--- config.mk ---
export PLATFORM = sky130hd
export DESIGN_NAME = hex_binary_pattern_matcher_flat
export DESIGN_NICKNAME = d
export VERILOG_FILES = /design/src/design/hbpm_pkg.sv /design/src/design/hbpm_if.sv /design/src/design/hbpm_step.sv /design/src/design/hex_binary_pattern_matcher.sv /design/src/flat_wrapper.sv
export SDC_FILE = /design/constraint.sdc
export NUM_CORES = 1
export LEC_CHECK = 0
export BUFFER_PORTS_ARGS = -buffer_cell sky130_fd_sc_hd__buf_2
export CAP_MARGIN = 20
export CORE_MARGIN = 2
export CORE_UTILIZATION = 30
export DETAILED_ROUTE_END_ITERATION = 6
export GPL_ROUTABILITY_DRIVEN = 0
export MAX_ROUTING_LAYER = met4
export PLACE_DENSITY = 0.59
export SLEW_MARGIN = 20
export SYNTH_ARGS = -nofsm -noshare
export SYNTH_HDL_FRONTEND = slang
export SYNTH_HIERARCHICAL = 1
export SYNTH_SLANG_ARGS = --single-unit
--- constraint.sdc ---
create_clock -name clk -period 5.3 [get_ports clk]
set_input_delay 0.53 -clock clk [delete_from_list [all_inputs] [get_ports clk]]
set_output_delay 0.53 -clock clk [all_outputs]
set_load 0.01 [all_outputs]
--- src/design/hbpm_pkg.sv ---
// shared types, codes and constants of the hex/binary pattern matcher
package hbpm_pkg;

  localparam int DataLenW           = 16;
  localparam int COUNT_WIDTH_DEFAULT = 16;

  // status codes
  localparam logic [1:0] ST_RUN      = 2'd0;
  localparam logic [1:0] ST_MATCH    = 2'd1;
  localparam logic [1:0] ST_MISMATCH = 2'd2;
  localparam logic [1:0] ST_SYNTAX   = 2'd3;

  // pattern characters
  localparam logic [7:0] CH_NUL   = 8'h00;
  localparam logic [7:0] CH_OPEN  = 8'h3c;
  localparam logic [7:0] CH_CLOSE = 8'h3e;
  localparam logic [7:0] CH_SPACE = 8'h20;
  localparam logic [7:0] CH_ZERO  = 8'h30;
  localparam logic [7:0] CH_ONE   = 8'h31;
  localparam logic [7:0] CH_NINE  = 8'h39;
  localparam logic [7:0] CH_UA    = 8'h41;
  localparam logic [7:0] CH_UF    = 8'h46;

  localparam logic [7:0] HI_NIBBLE = 8'hf0;
  localparam logic [7:0] LO_NIBBLE = 8'h0f;

  localparam logic [2:0] POS_HIGH = 3'd0;
  localparam logic [2:0] POS_LOW  = 3'd4;

  // bit selector, msb first
  localparam logic [7:0] BIT_MASK [8] = '{8'h80, 8'h40, 8'h20, 8'h10,
                                          8'h08, 8'h04, 8'h02, 8'h01};

  typedef struct packed {
    logic [7:0] pattern_char;
    logic [7:0] data_byte;
    logic       first_char;
    logic       last_char;
  } item_t;

  typedef struct packed {
    logic       binary_mode;
    logic [2:0] bit_position;
    logic [1:0] verdict;
    logic       done_flag;
  } ctrl_t;

  typedef struct packed {
    logic [1:0] status;
    logic       byte_advance;
    logic       finished;
  } res_t;

  // upper-case hex digit decode: {valid, value}
  function automatic logic [4:0] hex_value(input logic [7:0] c);
    logic [7:0] v;
    begin
      v = 8'h00;
      if (c >= CH_ZERO && c <= CH_NINE) begin
        v = c - CH_ZERO;
        return {1'b1, v[3:0]};
      end
      if (c >= CH_UA && c <= CH_UF) begin
        v = c - CH_UA + 8'd10;
        return {1'b1, v[3:0]};
      end
      return 5'b0_0000;
    end
  endfunction

endpackage

--- src/design/hbpm_if.sv ---
// channel interfaces: pattern transactions in, result transactions out
interface hbpm_item_if;
  logic       valid;
  logic       ready;
  logic [7:0] pattern_char;
  logic [7:0] data_byte;
  logic       first_char;
  logic       last_char;

  modport source (output valid, pattern_char, data_byte, first_char, last_char,
                  input ready);
  modport sink (input valid, pattern_char, data_byte, first_char, last_char,
                output ready);
endinterface

interface hbpm_result_if;
  logic        valid;
  logic        ready;
  logic [1:0]  status;
  logic        byte_advance;
  logic [15:0] matched_bytes;
  logic        finished;

  modport source (output valid, status, byte_advance, matched_bytes, finished,
                  input ready);
  modport sink (input valid, status, byte_advance, matched_bytes, finished,
                output ready);
endinterface

--- src/design/hbpm_step.sv ---
// next-state and result logic for one pattern character
module hbpm_step import hbpm_pkg::*; #(
  parameter int COUNT_WIDTH = COUNT_WIDTH_DEFAULT
) (
  input  item_t                  item,
  input  ctrl_t                  ctrl,
  input  logic [COUNT_WIDTH-1:0] count,
  input  logic [DataLenW-1:0]    data_length,
  output ctrl_t                  ctrl_next,
  output logic [COUNT_WIDTH-1:0] count_next,
  output res_t                   res
);

  localparam int CmpW = (COUNT_WIDTH > DataLenW) ? COUNT_WIDTH : DataLenW;

  ctrl_t                  cs;
  logic [COUNT_WIDTH-1:0] cnt;
  logic [COUNT_WIDTH-1:0] cnt_inc;
  logic [4:0]             hv;
  logic [2:0]             pos;
  logic                   data_bit;
  logic                   want_bit;
  logic                   adv;
  logic                   mism;
  logic                   ok;
  logic                   nib_edge;
  logic                   exhausted_now;
  logic                   exhausted_inc;

  always_comb begin
    cs  = item.first_char ? ctrl_t'{binary_mode: 1'b0, bit_position: POS_HIGH,
                                    verdict: ST_RUN, done_flag: 1'b0} : ctrl;
    cnt = item.first_char ? '0 : count;
  end

  assign hv       = hex_value(item.pattern_char);
  assign pos      = cs.bit_position;
  assign nib_edge = (pos == POS_HIGH) || (pos == POS_LOW);
  assign data_bit = (item.data_byte & BIT_MASK[pos]) != 8'h00;
  assign want_bit = (item.pattern_char == CH_ONE);

  assign exhausted_now = (CmpW'(cnt) >= CmpW'(data_length)) || (&cnt);

  always_comb begin
    ctrl_next     = cs;
    count_next    = cnt;
    cnt_inc       = cnt;
    exhausted_inc = 1'b0;
    adv           = 1'b0;
    mism          = 1'b0;
    ok            = 1'b1;
    if (!cs.done_flag) begin
      if (exhausted_now) begin
        ctrl_next.verdict   = ST_MATCH;
        ctrl_next.done_flag = 1'b1;
      end else if (item.pattern_char == CH_NUL) begin
        ctrl_next.verdict   = (pos == POS_HIGH) ? ST_MATCH : ST_SYNTAX;
        ctrl_next.done_flag = 1'b1;
      end else begin
        priority if (item.pattern_char == CH_SPACE) begin
          // skipped
        end else if (!cs.binary_mode && item.pattern_char == CH_OPEN && nib_edge) begin
          ctrl_next.binary_mode = 1'b1;
        end else if (cs.binary_mode && item.pattern_char == CH_CLOSE && nib_edge) begin
          ctrl_next.binary_mode = 1'b0;
        end else if (cs.binary_mode &&
                     (item.pattern_char == CH_ZERO || item.pattern_char == CH_ONE)) begin
          if (data_bit != want_bit) begin
            mism = 1'b1;
          end else begin
            ctrl_next.bit_position = pos + 3'd1;
            adv = (pos == 3'd7);
          end
        end else if (!cs.binary_mode && hv[4] && pos == POS_HIGH) begin
          if ((item.data_byte & HI_NIBBLE) != {hv[3:0], 4'h0}) begin
            mism = 1'b1;
          end else begin
            ctrl_next.bit_position = POS_LOW;
          end
        end else if (!cs.binary_mode && hv[4] && pos == POS_LOW) begin
          if ((item.data_byte & LO_NIBBLE) != {4'h0, hv[3:0]}) begin
            mism = 1'b1;
          end else begin
            ctrl_next.bit_position = POS_HIGH;
            adv = 1'b1;
          end
        end else begin
          ok = 1'b0;
        end

        if (mism) begin
          ctrl_next              = cs;
          ctrl_next.verdict      = ST_MISMATCH;
          ctrl_next.done_flag    = 1'b1;
          adv                    = 1'b0;
        end else if (!ok) begin
          ctrl_next.verdict   = ST_SYNTAX;
          ctrl_next.done_flag = 1'b1;
        end else begin
          cnt_inc       = cnt + COUNT_WIDTH'(adv);
          exhausted_inc = (CmpW'(cnt_inc) >= CmpW'(data_length)) || (&cnt_inc);
          count_next    = cnt_inc;
          if (exhausted_inc) begin
            ctrl_next.verdict   = ST_MATCH;
            ctrl_next.done_flag = 1'b1;
          end else if (item.last_char) begin
            ctrl_next.verdict   = (ctrl_next.bit_position == POS_HIGH) ? ST_MATCH : ST_SYNTAX;
            ctrl_next.done_flag = 1'b1;
          end
        end
      end
    end
  end

  assign res.status       = ctrl_next.done_flag ? ctrl_next.verdict : ST_RUN;
  assign res.byte_advance = adv;
  assign res.finished     = ctrl_next.done_flag;

endmodule

--- src/design/hex_binary_pattern_matcher.sv ---
// top level of the hex/binary pattern matcher
//
// usage: the feeder sends one transaction per pattern character on the item
// channel, carrying the character and the data byte at the current match
// position; first_char opens a job and clears the match state, last_char
// marks the final character. each item gives exactly one result transaction
// with the running status, a byte_advance flag (present the next data byte),
// the count of whole bytes matched and a finished flag. data_length is set
// via wr_en/wr_data, by the user between jobs (the block does not enforce
// it), and is sampled live by every item.
// timing: the item is captured in the input register, then its result in the
// result register, where it is presented. throughput: one item per cycle while
// the receiver takes results, since the per-character step is a compare and a
// few state bits between the registers.
//
// reset (synchronous, rst high) empties both pipeline registers, clears the
// match state and sets data_length to zero. when the receiver stalls, the
// result register holds and one further item may wait in the input
// register; item.ready then drops until the result is taken.
module hex_binary_pattern_matcher import hbpm_pkg::*; #(
  parameter int COUNT_WIDTH = COUNT_WIDTH_DEFAULT
) (
  input  logic                clk,
  input  logic                rst,
  hbpm_item_if.sink           item,
  hbpm_result_if.source       result,
  input  logic                wr_en,
  input  logic [DataLenW-1:0] wr_data
);

  // configuration
  logic [DataLenW-1:0] data_length;

  // input register
  logic  in_valid;
  item_t item_q;

  // match state
  ctrl_t                  ctrl;
  logic [COUNT_WIDTH-1:0] count;

  // step outputs
  ctrl_t                  ctrl_next;
  logic [COUNT_WIDTH-1:0] count_next;
  res_t                   res;

  // result register
  logic                out_valid;
  res_t                res_q;
  logic [DataLenW-1:0] matched_q;

  logic take;     // transaction accepted on the item channel
  logic advance;  // input register moves into the result register

  assign advance    = in_valid && (!out_valid || result.ready);
  assign item.ready = !in_valid || advance;
  assign take       = item.valid && item.ready;

  always_ff @(posedge clk) begin
    if (rst) begin
      data_length <= '0;
    end else if (wr_en) begin
      data_length <= wr_data;
    end
  end

  // input register, refilled in the same cycle it drains
  always_ff @(posedge clk) begin
    if (rst) begin
      in_valid <= 1'b0;
    end else if (take) begin
      in_valid <= 1'b1;
    end else if (advance) begin
      in_valid <= 1'b0;
    end
  end

  always_ff @(posedge clk) begin
    if (take) begin
      item_q <= '{pattern_char: item.pattern_char, data_byte: item.data_byte,
                  first_char: item.first_char, last_char: item.last_char};
    end
  end

  hbpm_step #(.COUNT_WIDTH(COUNT_WIDTH)) u_step (
    .item        (item_q),
    .ctrl        (ctrl),
    .count       (count),
    .data_length (data_length),
    .ctrl_next   (ctrl_next),
    .count_next  (count_next),
    .res         (res)
  );

  // match state moves on as each item leaves the input register
  always_ff @(posedge clk) begin
    if (rst) begin
      ctrl  <= '{binary_mode: 1'b0, bit_position: POS_HIGH,
                 verdict: ST_RUN, done_flag: 1'b0};
      count <= '0;
    end else if (advance) begin
      ctrl  <= ctrl_next;
      count <= count_next;
    end
  end

  // result register
  always_ff @(posedge clk) begin
    if (rst) begin
      out_valid <= 1'b0;
    end else if (advance) begin
      out_valid <= 1'b1;
    end else if (result.ready) begin
      out_valid <= 1'b0;
    end
  end

  always_ff @(posedge clk) begin
    if (advance) begin
      res_q     <= res;
      matched_q <= DataLenW'(count_next);
    end
  end

  assign result.valid         = out_valid;
  assign result.status        = res_q.status;
  assign result.byte_advance  = res_q.byte_advance;
  assign result.matched_bytes = matched_q;
  assign result.finished      = res_q.finished;

  // a finished result always carries a final verdict, a running one never
  a_fin_status: assert property (@(posedge clk) disable iff (rst)
    out_valid |-> (res_q.finished == (res_q.status != ST_RUN)))
    else $error("finished flag and status disagree");

  // in hex mode only the nibble boundaries are reachable
  a_hex_pos: assert property (@(posedge clk) disable iff (rst)
    !ctrl.binary_mode |-> (ctrl.bit_position[1:0] == 2'b00))
    else $error("hex mode off a nibble boundary");

  // a stalled result is never overwritten
  a_no_overrun: assert property (@(posedge clk) disable iff (rst)
    (out_valid && !result.ready) |=> ($stable(res_q) && $stable(matched_q)))
    else $error("stalled result overwritten");

  // the count only changes by one byte on an advance
  a_count_step: assert property (@(posedge clk) disable iff (rst)
    (advance && !item_q.first_char && !ctrl.done_flag && !res.byte_advance)
      |=> $stable(count))
    else $error("byte count moved without a byte advance");

endmodule

--- src/flat_wrapper.sv ---
// flat-port wrapper written by rule: the top's interface ports become plain ports
module hex_binary_pattern_matcher_flat import hbpm_pkg::*;
#(
  parameter int COUNT_WIDTH = COUNT_WIDTH_DEFAULT
)
  (clk, rst, wr_en, wr_data, item_valid, item_pattern_char, item_data_byte, item_first_char, item_last_char, item_ready, result_valid, result_status, result_byte_advance, result_matched_bytes, result_finished, result_ready);
  hbpm_item_if item_i ();
  hbpm_result_if result_i ();
  input  logic clk;
  input  logic rst;
  input  logic wr_en;
  input  logic [DataLenW-1:0] wr_data;
  input wire logic [$bits(item_i.valid)-1:0] item_valid;
  input wire logic [$bits(item_i.pattern_char)-1:0] item_pattern_char;
  input wire logic [$bits(item_i.data_byte)-1:0] item_data_byte;
  input wire logic [$bits(item_i.first_char)-1:0] item_first_char;
  input wire logic [$bits(item_i.last_char)-1:0] item_last_char;
  output wire logic [$bits(item_i.ready)-1:0] item_ready;
  output wire logic [$bits(result_i.valid)-1:0] result_valid;
  output wire logic [$bits(result_i.status)-1:0] result_status;
  output wire logic [$bits(result_i.byte_advance)-1:0] result_byte_advance;
  output wire logic [$bits(result_i.matched_bytes)-1:0] result_matched_bytes;
  output wire logic [$bits(result_i.finished)-1:0] result_finished;
  input wire logic [$bits(result_i.ready)-1:0] result_ready;
  assign item_i.valid = item_valid;
  assign item_i.pattern_char = item_pattern_char;
  assign item_i.data_byte = item_data_byte;
  assign item_i.first_char = item_first_char;
  assign item_i.last_char = item_last_char;
  assign item_ready = item_i.ready;
  assign result_valid = result_i.valid;
  assign result_status = result_i.status;
  assign result_byte_advance = result_i.byte_advance;
  assign result_matched_bytes = result_i.matched_bytes;
  assign result_finished = result_i.finished;
  assign result_i.ready = result_ready;
  hex_binary_pattern_matcher #(.COUNT_WIDTH(COUNT_WIDTH)) u_core (.clk(clk), .rst(rst), .item(item_i), .result(result_i), .wr_en(wr_en), .wr_data(wr_data));
endmodule
Yosys cells after proc, flatten, opt, wreduce, memory -nomap -nowiden:

Memories as Yosys holds them, arrays and structs flattened.
Cells that the tools add are included.

* register bits: 79
* bits in read-only memories: 64
* memories kept: 1

* $add $sub $neg: 5
* order comparisons: 7
* equal/unequal tests: 10
* muxes and demuxes: 78
* bitwise operators: 2
* reduce and logical (&&, ||, !) cells: 30

Memory list
* (no name shown): depth 8, width 8, rd ports 1, clocked after memory_dff 0, wr ports 0, line hbpm_step.sv:39 `assign data_bit = (item.data_byte & BIT_MASK[pos]) != 8'h00;`

Operators by type and width (number)
* 16-bit 2-to-1 mux: 6
* 3-bit 2-to-1 mux: 14
* 1-bit 2-to-1 mux: 41
* 8-bit by 6-bit == test with 1-bit output (second input constant): 5
* 16-bit greater-or-equal comparator: 2
* 16-bit AND reduction: 2
* 4-bit 2-to-1 mux: 7
* 5-bit 2-to-1 mux: 4
* 16-bit by 1-bit adder with 16-bit output: 1
* 8-bit 2-to-1 mux: 2
* 7-bit 2-to-1 mux: 2
* 1-bit logical AND: 12
* 8-bit bitwise AND: 1
* 8-bit by 6-bit greater-or-equal comparator with 1-bit output (second input constant): 1
* 8-bit by 7-bit greater-or-equal comparator with 1-bit output (second input constant): 1
* 8-bit by 6-bit less-or-equal comparator with 1-bit output (second input constant): 1
* 8-bit by 7-bit less-or-equal comparator with 1-bit output (second input constant): 1
* 8-bit zero test: 1
* 4-bit inequality test: 2
* 8-bit nonzero test: 1
* 4-bit by 1-bit subtractor with 4-bit output (second input constant): 2
* 3-bit == test (second input constant): 2
* 3-bit zero test: 2
* 1-bit logical OR: 6
* 9 further kinds: 13

Longest topological paths before layout:

Gate-level depths: netlist of the first run.

* depth in word-level cells: 26
* mapped depth: 31
* mapped depth without buffers: 29

Cells and area by module:

The synthesis of the first run kept the hierarchy.

Modules (own cells, without submodules)
* hex_binary_pattern_matcher: instances 1, cells an instance 200, area an instance 2844.0 um^2
* hbpm_step: instances 1, cells an instance 368, area an instance 2598.7 um^2

Worst setup path after synthesis of the first run:

OpenSTA, ideal clock, no wires.

* path kind: reg-to-reg
* start: register u_core/item_q[1] (netlist bit)
* end: register u_core.res_q (netlist bit u_core/result.finished) (data pin)
* library setup time: 251 ps
* data arrival time: 5635 ps
* required time: 5049 ps
* setup slack: -586 ps
* stages on the path, launching flop included: 31
* cell sequence: edfxtp_1 -> clkbuf_1 -> inv_1 -> clkbuf_1 -> nand2_1 -> inv_1 -> ha_1 -> ha_1 -> a22oi_1 -> o221ai_1 -> xor2_1 -> and2_1 -> a21o_1 -> ha_1 -> nand3_1 -> or4_1 -> or3_1 -> inv_1 -> nand3_1 -> xor2_1 -> nor2_1 -> ha_1 -> nand4_1 -> nor2_1 -> a21oi_1 -> o211a_1 -> o41ai_1 -> or4_1 -> nor2_1 -> inv_1 -> buf_4

RTL lines
* start, declared: line hex_binary_pattern_matcher.sv:36 `item_t item_q;`
* start signal, assigned: line hex_binary_pattern_matcher.sv:80 `item_q <= '{pattern_char: item.pattern_char, data_byte: item.data_byte,`
* end signal, assigned: line hex_binary_pattern_matcher.sv:120 `res_q <= res;`
* end, declared: line hex_binary_pattern_matcher.sv:49 `res_t res_q;`

==> metrics.md, run 1 <==
| Metric | Value |
|---|---|
| Synth warn | 6 |
| Buffer depth of the longest clock path | 2 |
| Die height | 139 um |
| CTS buffer count | 9 |
| DRT iter0 DRCs | approximately 280 |
| Most used flip-flop cell after synthesis | dfxtp_1 |
| Largest fanout on the critical path | 3 |
| Clock share of power | 43.1% |
| Count of pins over their slew limit | 0 |
| Register-to-Register Path Depth | 27 |
| Status | finished with violations |
| Hold Fails Final Rpt | 0 |
| Antenna violations before repair | 0 |
| Maximum VDD drop | 159 uV |
| Max Cap Viol | 0 |
| Total number of vias | 4420 |
| CP startpoint kind | flop |
| Post-synth top area share | 21.0% |
| Syn-to-layout area delta | 25.0% |
| Synth area leader | edfxtp_1 |
| Layout Skew | 11.0 ps |
| Yosys cell types | 70 |
| Leakage | approximately 2.8 nW |
| Cell count after synthesis | 568 |
| Sw Share | 26.5% |
| Top cells by count, synth | nand2b_1 (51), nor2_1 (47), ha_1 (45) |
| Worst-skew pair later-pin latency | 350 ps |
| Seq/Total Area, Yosys | 36.0% |
| Antenna-violating nets left | 0 |
| Worst EP required | 5520 ps |
| # rows | between 40 and 50 |
| Worst setup margin | -221 ps |
| Count leader, synth | nand2b_1 |
| WP data arrival | 5740 ps |
| Post-synthesis area per instance | 9.58 um2 |
| Vias in the first global route | 4339 |
| Post-layout nets | between 700 and 800 |
| GRT Util Overall | 14.9% |
| Critical path's slowest cell | or4_4 |
| First-pass GRT wire length | ~22000 um |
| Num ports | 61 |
| Root buffer cell | clkbuf_16 |
| Setup Viol. Count Final | 6 |
| Fin cells | 910 |
| Top Family by Delay on Critical Path | simple AND/OR/NAND/NOR gates |
| Number of synthesized flops with an enable pin | 38 |
| #FFs+latches synth | 79 |
| TritonRoute pass-1 iters | 5 |
| Async set-reset flop share out of synthesis | 0% |
| Min-delay worst type | in -> reg |
| Die W | approximately 140 um |
| H-tree lvl count | 3 |
| Vias per cell | 4.86 |
| Sequential power share | 44.6% |
| DP Worst Slack | -350 ps |
| Measured slew at the worst slew-check pin | 974 ps |
| Antenna diodes | 0 |
| Setup CP Type | reg -> reg |
| Internal | roughly 0.0011 W |
| Core area | 17900 um2 |
| PwrDens | 225 nW/um2 |
| Gr ovfl total | 0 |
| Clock period minus worst slack | 5520 ps |
| WL/cell | 14.8 um |
| CP bufs+invs | 1 |
| I/O Buffers | 60 |
| Ranking of synthesized cells by area | edfxtp_1 (21%), dfxtp_1 (15%), ha_1 (10%) |
| Full die area | 19200 um2 |
| CTS tree | done |
| Logic gate share of total power | 12.2% |
| Largest net degree at the start of global routing | 65 |
| Mapped Area | around 5400 um2 |
| Fmax | 0.181 GHz |
| NetSw | between 0.0004 and 0.0005 W |
| CP endpoint kind | flop |
| Slew margin rel. | about a third |
| Final WL | 13500 um |
| Critical path's largest stage delay | 540 ps |
| Initial Util | 30.4% |
| # placed instances | 887 |
| Period utilization | 104% |
| Setup TNS | -1010 ps |
| # clock sinks | 79 |
| Syn nets | about 650 |
| Share of cells above drive strength 1 | between 20 and 30% |
| Failing checks | negative setup slack |
| Post-DP HPWL | 10400 um |
| RSZ-0062 raised after global routing | yes |
| Instance count on the critical path | 27 |
| DRC Markers | 0 |
| Hold path cells | 1 |
| Worst-path clk slew | 70 ps |
stage by stage:
step	hold WS (ps)	power [W]	util [%]	area (um2)
final	351	0.00153	38.0	6800
after global routing	334	0.00160	38.0	6800
after CTS	337	0.00155	37.9	6780
after detailed placement	462	0.000879	35.6	6370
after global placement	462	0.000876	35.6	6370
after floorplan	444	0.000817	-	5530
worst reg2reg max path, delay by kind of cell (launching register included):
family                   cells  cell delay (ps)
AND/OR/NAND/NOR             14             3070
XOR/XNOR                     1              150
buffers and inverters        1               60
AO/OA/AOI/OAI                7              970
adder cells (fa/ha/maj)      3              630
flip-flops                   1              450
multiplexers                 1               60
layout make-up:
class / instances / area, um2
Clock buffer: 9 / 225
Clock inverter: 7 / 88.8
Fill cell: 1826 / 11100
Inverter: 45 / 169
Multi-Input combinational cell: 418 / 3290
Sequential cell: 79 / 1960
Tap cell: 229 / 287
Timing Repair Buffer: 123 / 777
repair_timing:
item                                    in CTS  in global routing
pin swaps                                   15                  6
gates resized for setup                      9                  4
hold endpoints to repair                     0                  0
hold buffers                                 0                  0
endpoints found under the setup margin       5                  6
gates cloned                                 0                  0
buffers inserted                             7                  0
state kept, by name, indices dropped and copies added (netlist names):
signal and count:
u_core/item_q 18, u_core/count 16, u_core/data_length 16, u_core/result.matched_bytes 16, u_core/ctrl 7, u_core/result.status 2, u_core/in_valid 1, u_core/result.byte_advance 1
u_core/result.finished 1, u_core/result.valid 1
layer usage:
| layer | global-route usage [%] | vias to the layer above | wire length [um] |
|---|---|---|---|
| met5 | - | - | 0 |
| met4 | 5.05 | 0 | 294 |
| met3 | 3.04 | 18 | 535 |
| met2 | 21.0 | 98 | 5670 |
| met1 | 21.2 | 2058 | 6980 |
| li1 | - | 2246 | - |
cell usage in the layout, fill, tap and decap left out, types with 4 or more instances in the layout:
cell type | Yosys | layout
buf_4 | 4 | 62
buf_2 | 4 | 60
nand2b_1 | 51 | 51
nor2_1 | 47 | 45
inv_1 | 44 | 41
dfxtp_1 | 41 | 41
ha_1 | 45 | 41
mux2i_1 | 40 | 40
edfxtp_1 | 38 | 38
nand2_1 | 25 | 23
xnor2_1 | 19 | 18
nor3_1 | 15 | 15
o21ai_0 | 14 | 14
a21oi_1 | 14 | 12
xor2_1 | 12 | 12
nand4_1 | 11 | 11
nand3_1 | 13 | 10
clkbuf_16 | 0 | 9
nor2b_1 | 9 | 9
a21o_1 | 7 | 7
a211oi_1 | 8 | 6
nor4_2 | 5 | 6
o22ai_1 | 6 | 5
o2bb2ai_1 | 5 | 5
nand3_2 | 1 | 4
inv_2 | 1 | 4
a31oi_1 | 4 | 4
power by group through the flow:
stage / clock network [W] / logic [W] / registers, W
floorplan: 0 / 0.000123 / 0.000695
global placement: 0 / 0.000180 / 0.000697
detailed placement: 0 / 0.000182 / 0.000697
CTS: 0.000682 / 0.000187 / 0.000683
global route: 0.000711 / 0.000208 / 0.000686
finish: 0.000660 / 0.000187 / 0.000683
worst paths after layout:
check	slack (ps)	from	endpoint
worst max-delay path	-220	u_core/item_q[10]	u_core/ctrl[1]
worst min-delay path	350	item_pattern_char[2]	u_core/item_q[12]
worst max register to register	-220	u_core/item_q[10]	u_core/ctrl[1]
worst min register to register	480	u_core/ctrl[6]	u_core/ctrl[6]
kinds of logic after synthesis:
| logic type | count (synthesis) | share of synthesized area (%) |
|---|---|---|
| simple gates | 217 | 23.6 |
| compound gates | 84 | 11.2 |
| flops | 79 | 36.0 |
| buf+inv | 71 | 6.28 |
| fa+ha+maj | 45 | 10.3 |
| mux | 41 | 7.56 |
| xor+xnor | 31 | 4.99 |
Note: power is estimated with default switching activity, not from simulation.
==> run 2: changes to the inputs <==
--- a/config.mk
+++ b/config.mk
@@ -5,14 +5,15 @@
 export SDC_FILE = /design/constraint.sdc
 export NUM_CORES = 1
 export LEC_CHECK = 0
-export BUFFER_PORTS_ARGS = -buffer_cell sky130_fd_sc_hd__buf_2
 export CAP_MARGIN = 20
 export CORE_MARGIN = 2
 export CORE_UTILIZATION = 30
 export DETAILED_ROUTE_END_ITERATION = 6
+export DONT_BUFFER_PORTS = 1
 export GPL_ROUTABILITY_DRIVEN = 0
 export MAX_ROUTING_LAYER = met4
-export PLACE_DENSITY = 0.59
+export PLACE_DENSITY = 0.56
+export SETUP_SLACK_MARGIN = 0.05
 export SLEW_MARGIN = 20
 export SYNTH_ARGS = -nofsm -noshare
 export SYNTH_HDL_FRONTEND = slang
==> run 2 against run 1 <==
  * The run still ends with negative setup slack left
  * Setup slack worse by 110 ps
  * Critical path type unchanged
  * Global-route usage unchanged
  * Combinational power down 14%
  * Maximum frequency decreased by 2.0%
  * Hold slack worse by 100 ps
  * Clock power decreased by 4.4%
  * Non-clock buffer count decreased by 59
  * Highest routed layer unchanged
  * Register-to-register slack got worse by 110 ps
  * Sequential share of layout area increased by 1.3 points
  * Sequential power is 1% higher
  * Critical path depth unchanged
  * Via count shrank 1.9%
==> metrics.md, run 2 (synthesis gave the netlist of run 1 again) <==
| Metric | Value |
|---|---|
| Buffer depth of the longest clock path | 2 (unchanged) |
| Antenna-violating nets left | 0 (unchanged) |
| # clock sinks | 79 (unchanged) |
| Worst-path clk slew | 60 ps (about the same) |
| Hold Fails Final Rpt | 0 (unchanged) |
| R2R Path Start | u_core/item_q[10] |
| Antenna diodes | 0 (unchanged) |
| RR Endpoint | u_core/result.status[1] |
| Die W | 139 um (unchanged) |
| Post-layout nets | 701 (-7.8%) |
| Worst-skew pair later-pin latency | 350 ps (about the same) |
| Largest net degree at the start of global routing | 65 (unchanged) |
| Post-DP HPWL | 10700 um (+3.2%) |
| DP Worst Slack | -437 ps (-86.3 ps) |
| Maximum VDD drop | 164 uV (+3.3%) |
| Final WL | 13800 um (+2.4%) |
| Commonest cells after routing, fill and taps aside | buf_4 (64), nand2b_1 (51), nor2_1 (44) |
| # placed instances | 826 (-6.9%) |
| Final Power | 0.00148 W (-3.3%) |
| Syn-to-layout area delta | 19.5% |
| First-pass GRT wire length | 22600 um (+0.71%) |
| Setup CP Type | reg -> reg |
| DP Area | 6060 um2 (-4.8%) |
| Status | finished with violations |
| Vias in the first global route | 4334 (-0.12%) |
| Worst EP required | 5380 ps (-140 ps) |
| WP data arrival | 5720 ps (-20 ps) |
| Core area | 17900 um2 (unchanged) |
| Total number of vias | 4335 (-1.9%) |
| Most common cell after layout, fill and taps aside | buf_4 |
| Worst reg-to-reg setup slack | -330 ps (-110 ps) |
| Measured slew at the worst slew-check pin | 1020 ps (+48.5 ps) |
| Num ports | 61 (unchanged) |
| I/O Buffers | 0 (-100%) |
| Clock period minus worst slack | 5630 ps (+113 ps) |
| Critical path's largest stage delay | 530 ps (about the same) |
| Full die area | 19200 um2 (unchanged) |
| Slew margin rel. | 31.8% (-3.2 points) |
| Count of pins over their slew limit | 0 (unchanged) |
| CTS buffer count | 9 (unchanged) |
| TritonRoute pass-1 iters | 4 (-1) |
| Min-delay worst type | in -> reg |
| Hold path cells | 1 (unchanged) |
| Layout Skew | 10.4 ps (-0.541 ps) |
| Leakage | 2.56 nW (-8.8%) |
| Antenna violations before repair | 0 (unchanged) |
| Share of cells above drive strength 1 | 22.3% (-6.4 points) |
| Root buffer cell | clkbuf_16 |
| Gr ovfl total | 0 (unchanged) |
| Worst Hold End | u_core/data_length[8] |
| GRT Util Overall | 14.9% (unchanged) |
| Critical path's slowest cell | or4_4 |
| Failing checks | negative setup slack |
| PwrDens | 228 nW/um2 (+1.2%) |
| DRT iter0 DRCs | 250 (-9.4%) |
| Setup Viol. Count Final | 6 (unchanged) |
| DRC Markers | 0 (unchanged) |
| Hold Startpoint | rst |
| CTS tree | done |
| Die height | 139 um (unchanged) |
| H-tree lvl count | 3 (unchanged) |
| Period utilization | 106% (+2.1 points) |
| CP endpoint kind | flop |
| Worst setup margin | -333 ps (-113 ps) |
| WL/cell | 16.2 um (+9.5%) |
| Multi-input logic area | 3310 um2 (+0.49%) |
| Vias per cell | 5.09 (+4.9%) |
| Filler instances | 1803 (-1.3%) |
| Register Area | 1960 um2 (unchanged) |
| Fin cells | 851 (-6.5%) |
| Post-route cell area | 6510 um2 (-4.4%) |
| Fmax | 0.178 GHz (-2.0%) |
| RSZ-0062 raised after global routing | yes |
| Hold_ws | 247 ps (-104 ps) |
| Largest Register | u_core/item_q |
| CP startpoint kind | flop |
| Largest fanout on the critical path | 4 (+1) |
| Register-to-Register Path Depth | 27 (unchanged) |
| Max Cap Viol | 0 (unchanged) |
| Number of flip-flops in the largest register | 18 (unchanged) |
| Initial Util | 30.4% (unchanged) |
| # rows | 49 (unchanged) |
[run 2: area by class of cell]
class / count / area share [%]
Timing Repair Buffer: 64 / 7.38
Sequential cell: 79 / 30.2
Multi-Input combinational cell: 418 / 50.9
Clock buffer: 10 / 3.52
Inverter: 45 / 2.60
Tap cell: 229 / 4.40
Clock inverter: 6 / 1.06
[run 2: repair_timing]
| action | CTS | global route |
|---|---|---|
| pin swaps | 17 | 10 |
| setup endpoints to repair | 6 | 6 |
| hold buffers | 0 | 0 |
| cloned | 0 | 0 |
| setup buffers | 8 | 1 |
| gates resized for setup | 8 | 10 |
[run 2: how the worst max path moves through the flow]
stage	from	end	slack (ps)	cells after the start
global route	u_core/item_q[10]	u_core/ctrl[1]	-650	29
detailed placement	u_core/item_q[10]	u_core/ctrl[1]	-440	27
CTS	u_core/item_q[10]	u_core/ctrl[1]	-300	29
finish	u_core/item_q[10]	u_core/result.status[1]	-330	27
global placement	u_core/item_q[10]	u_core/result.status[1]	-260	25
floorplan	u_core/item_q[11]	u_core/result.finished	-240	27
[run 2: power by group]
group / total [W] / internal (W) / switching [W]
registers: 0.000690 / 0.000667 / 0.0000230
clock network: 0.000631 / 0.000368 / 0.000263
logic: 0.000160 / 0.0000723 / 0.0000879
[run 2: per-layer routing]
layer  global-route usage, %  up-vias  part of all wire, %
met2                    21.8      110                   44
met5                       -        -                    0
li1                        -     2114                    -
met1                    20.3     2088                   49
met3                    3.45       23                  4.4
met4                    5.26        0                  2.2
[run 2: critical path: cells and delay by family, from the launching register on]
| kind | cells | cell delay, ps |
|---|---|---|
| compound gates | 6 | 800 |
| xor+xnor | 2 | 320 |
| fa+ha+maj | 3 | 640 |
| buf+inv | 3 | 420 |
| flops | 1 | 450 |
| simple gates | 13 | 2740 |
[run 2: through the flow]
step,util [%],TNS [ps]
after floorplan,-,-705
after global placement,33.9,-1140
after detailed placement,33.9,-2150
after CTS,36.1,-1400
after global routing,36.3,-3510
final,36.3,-1590
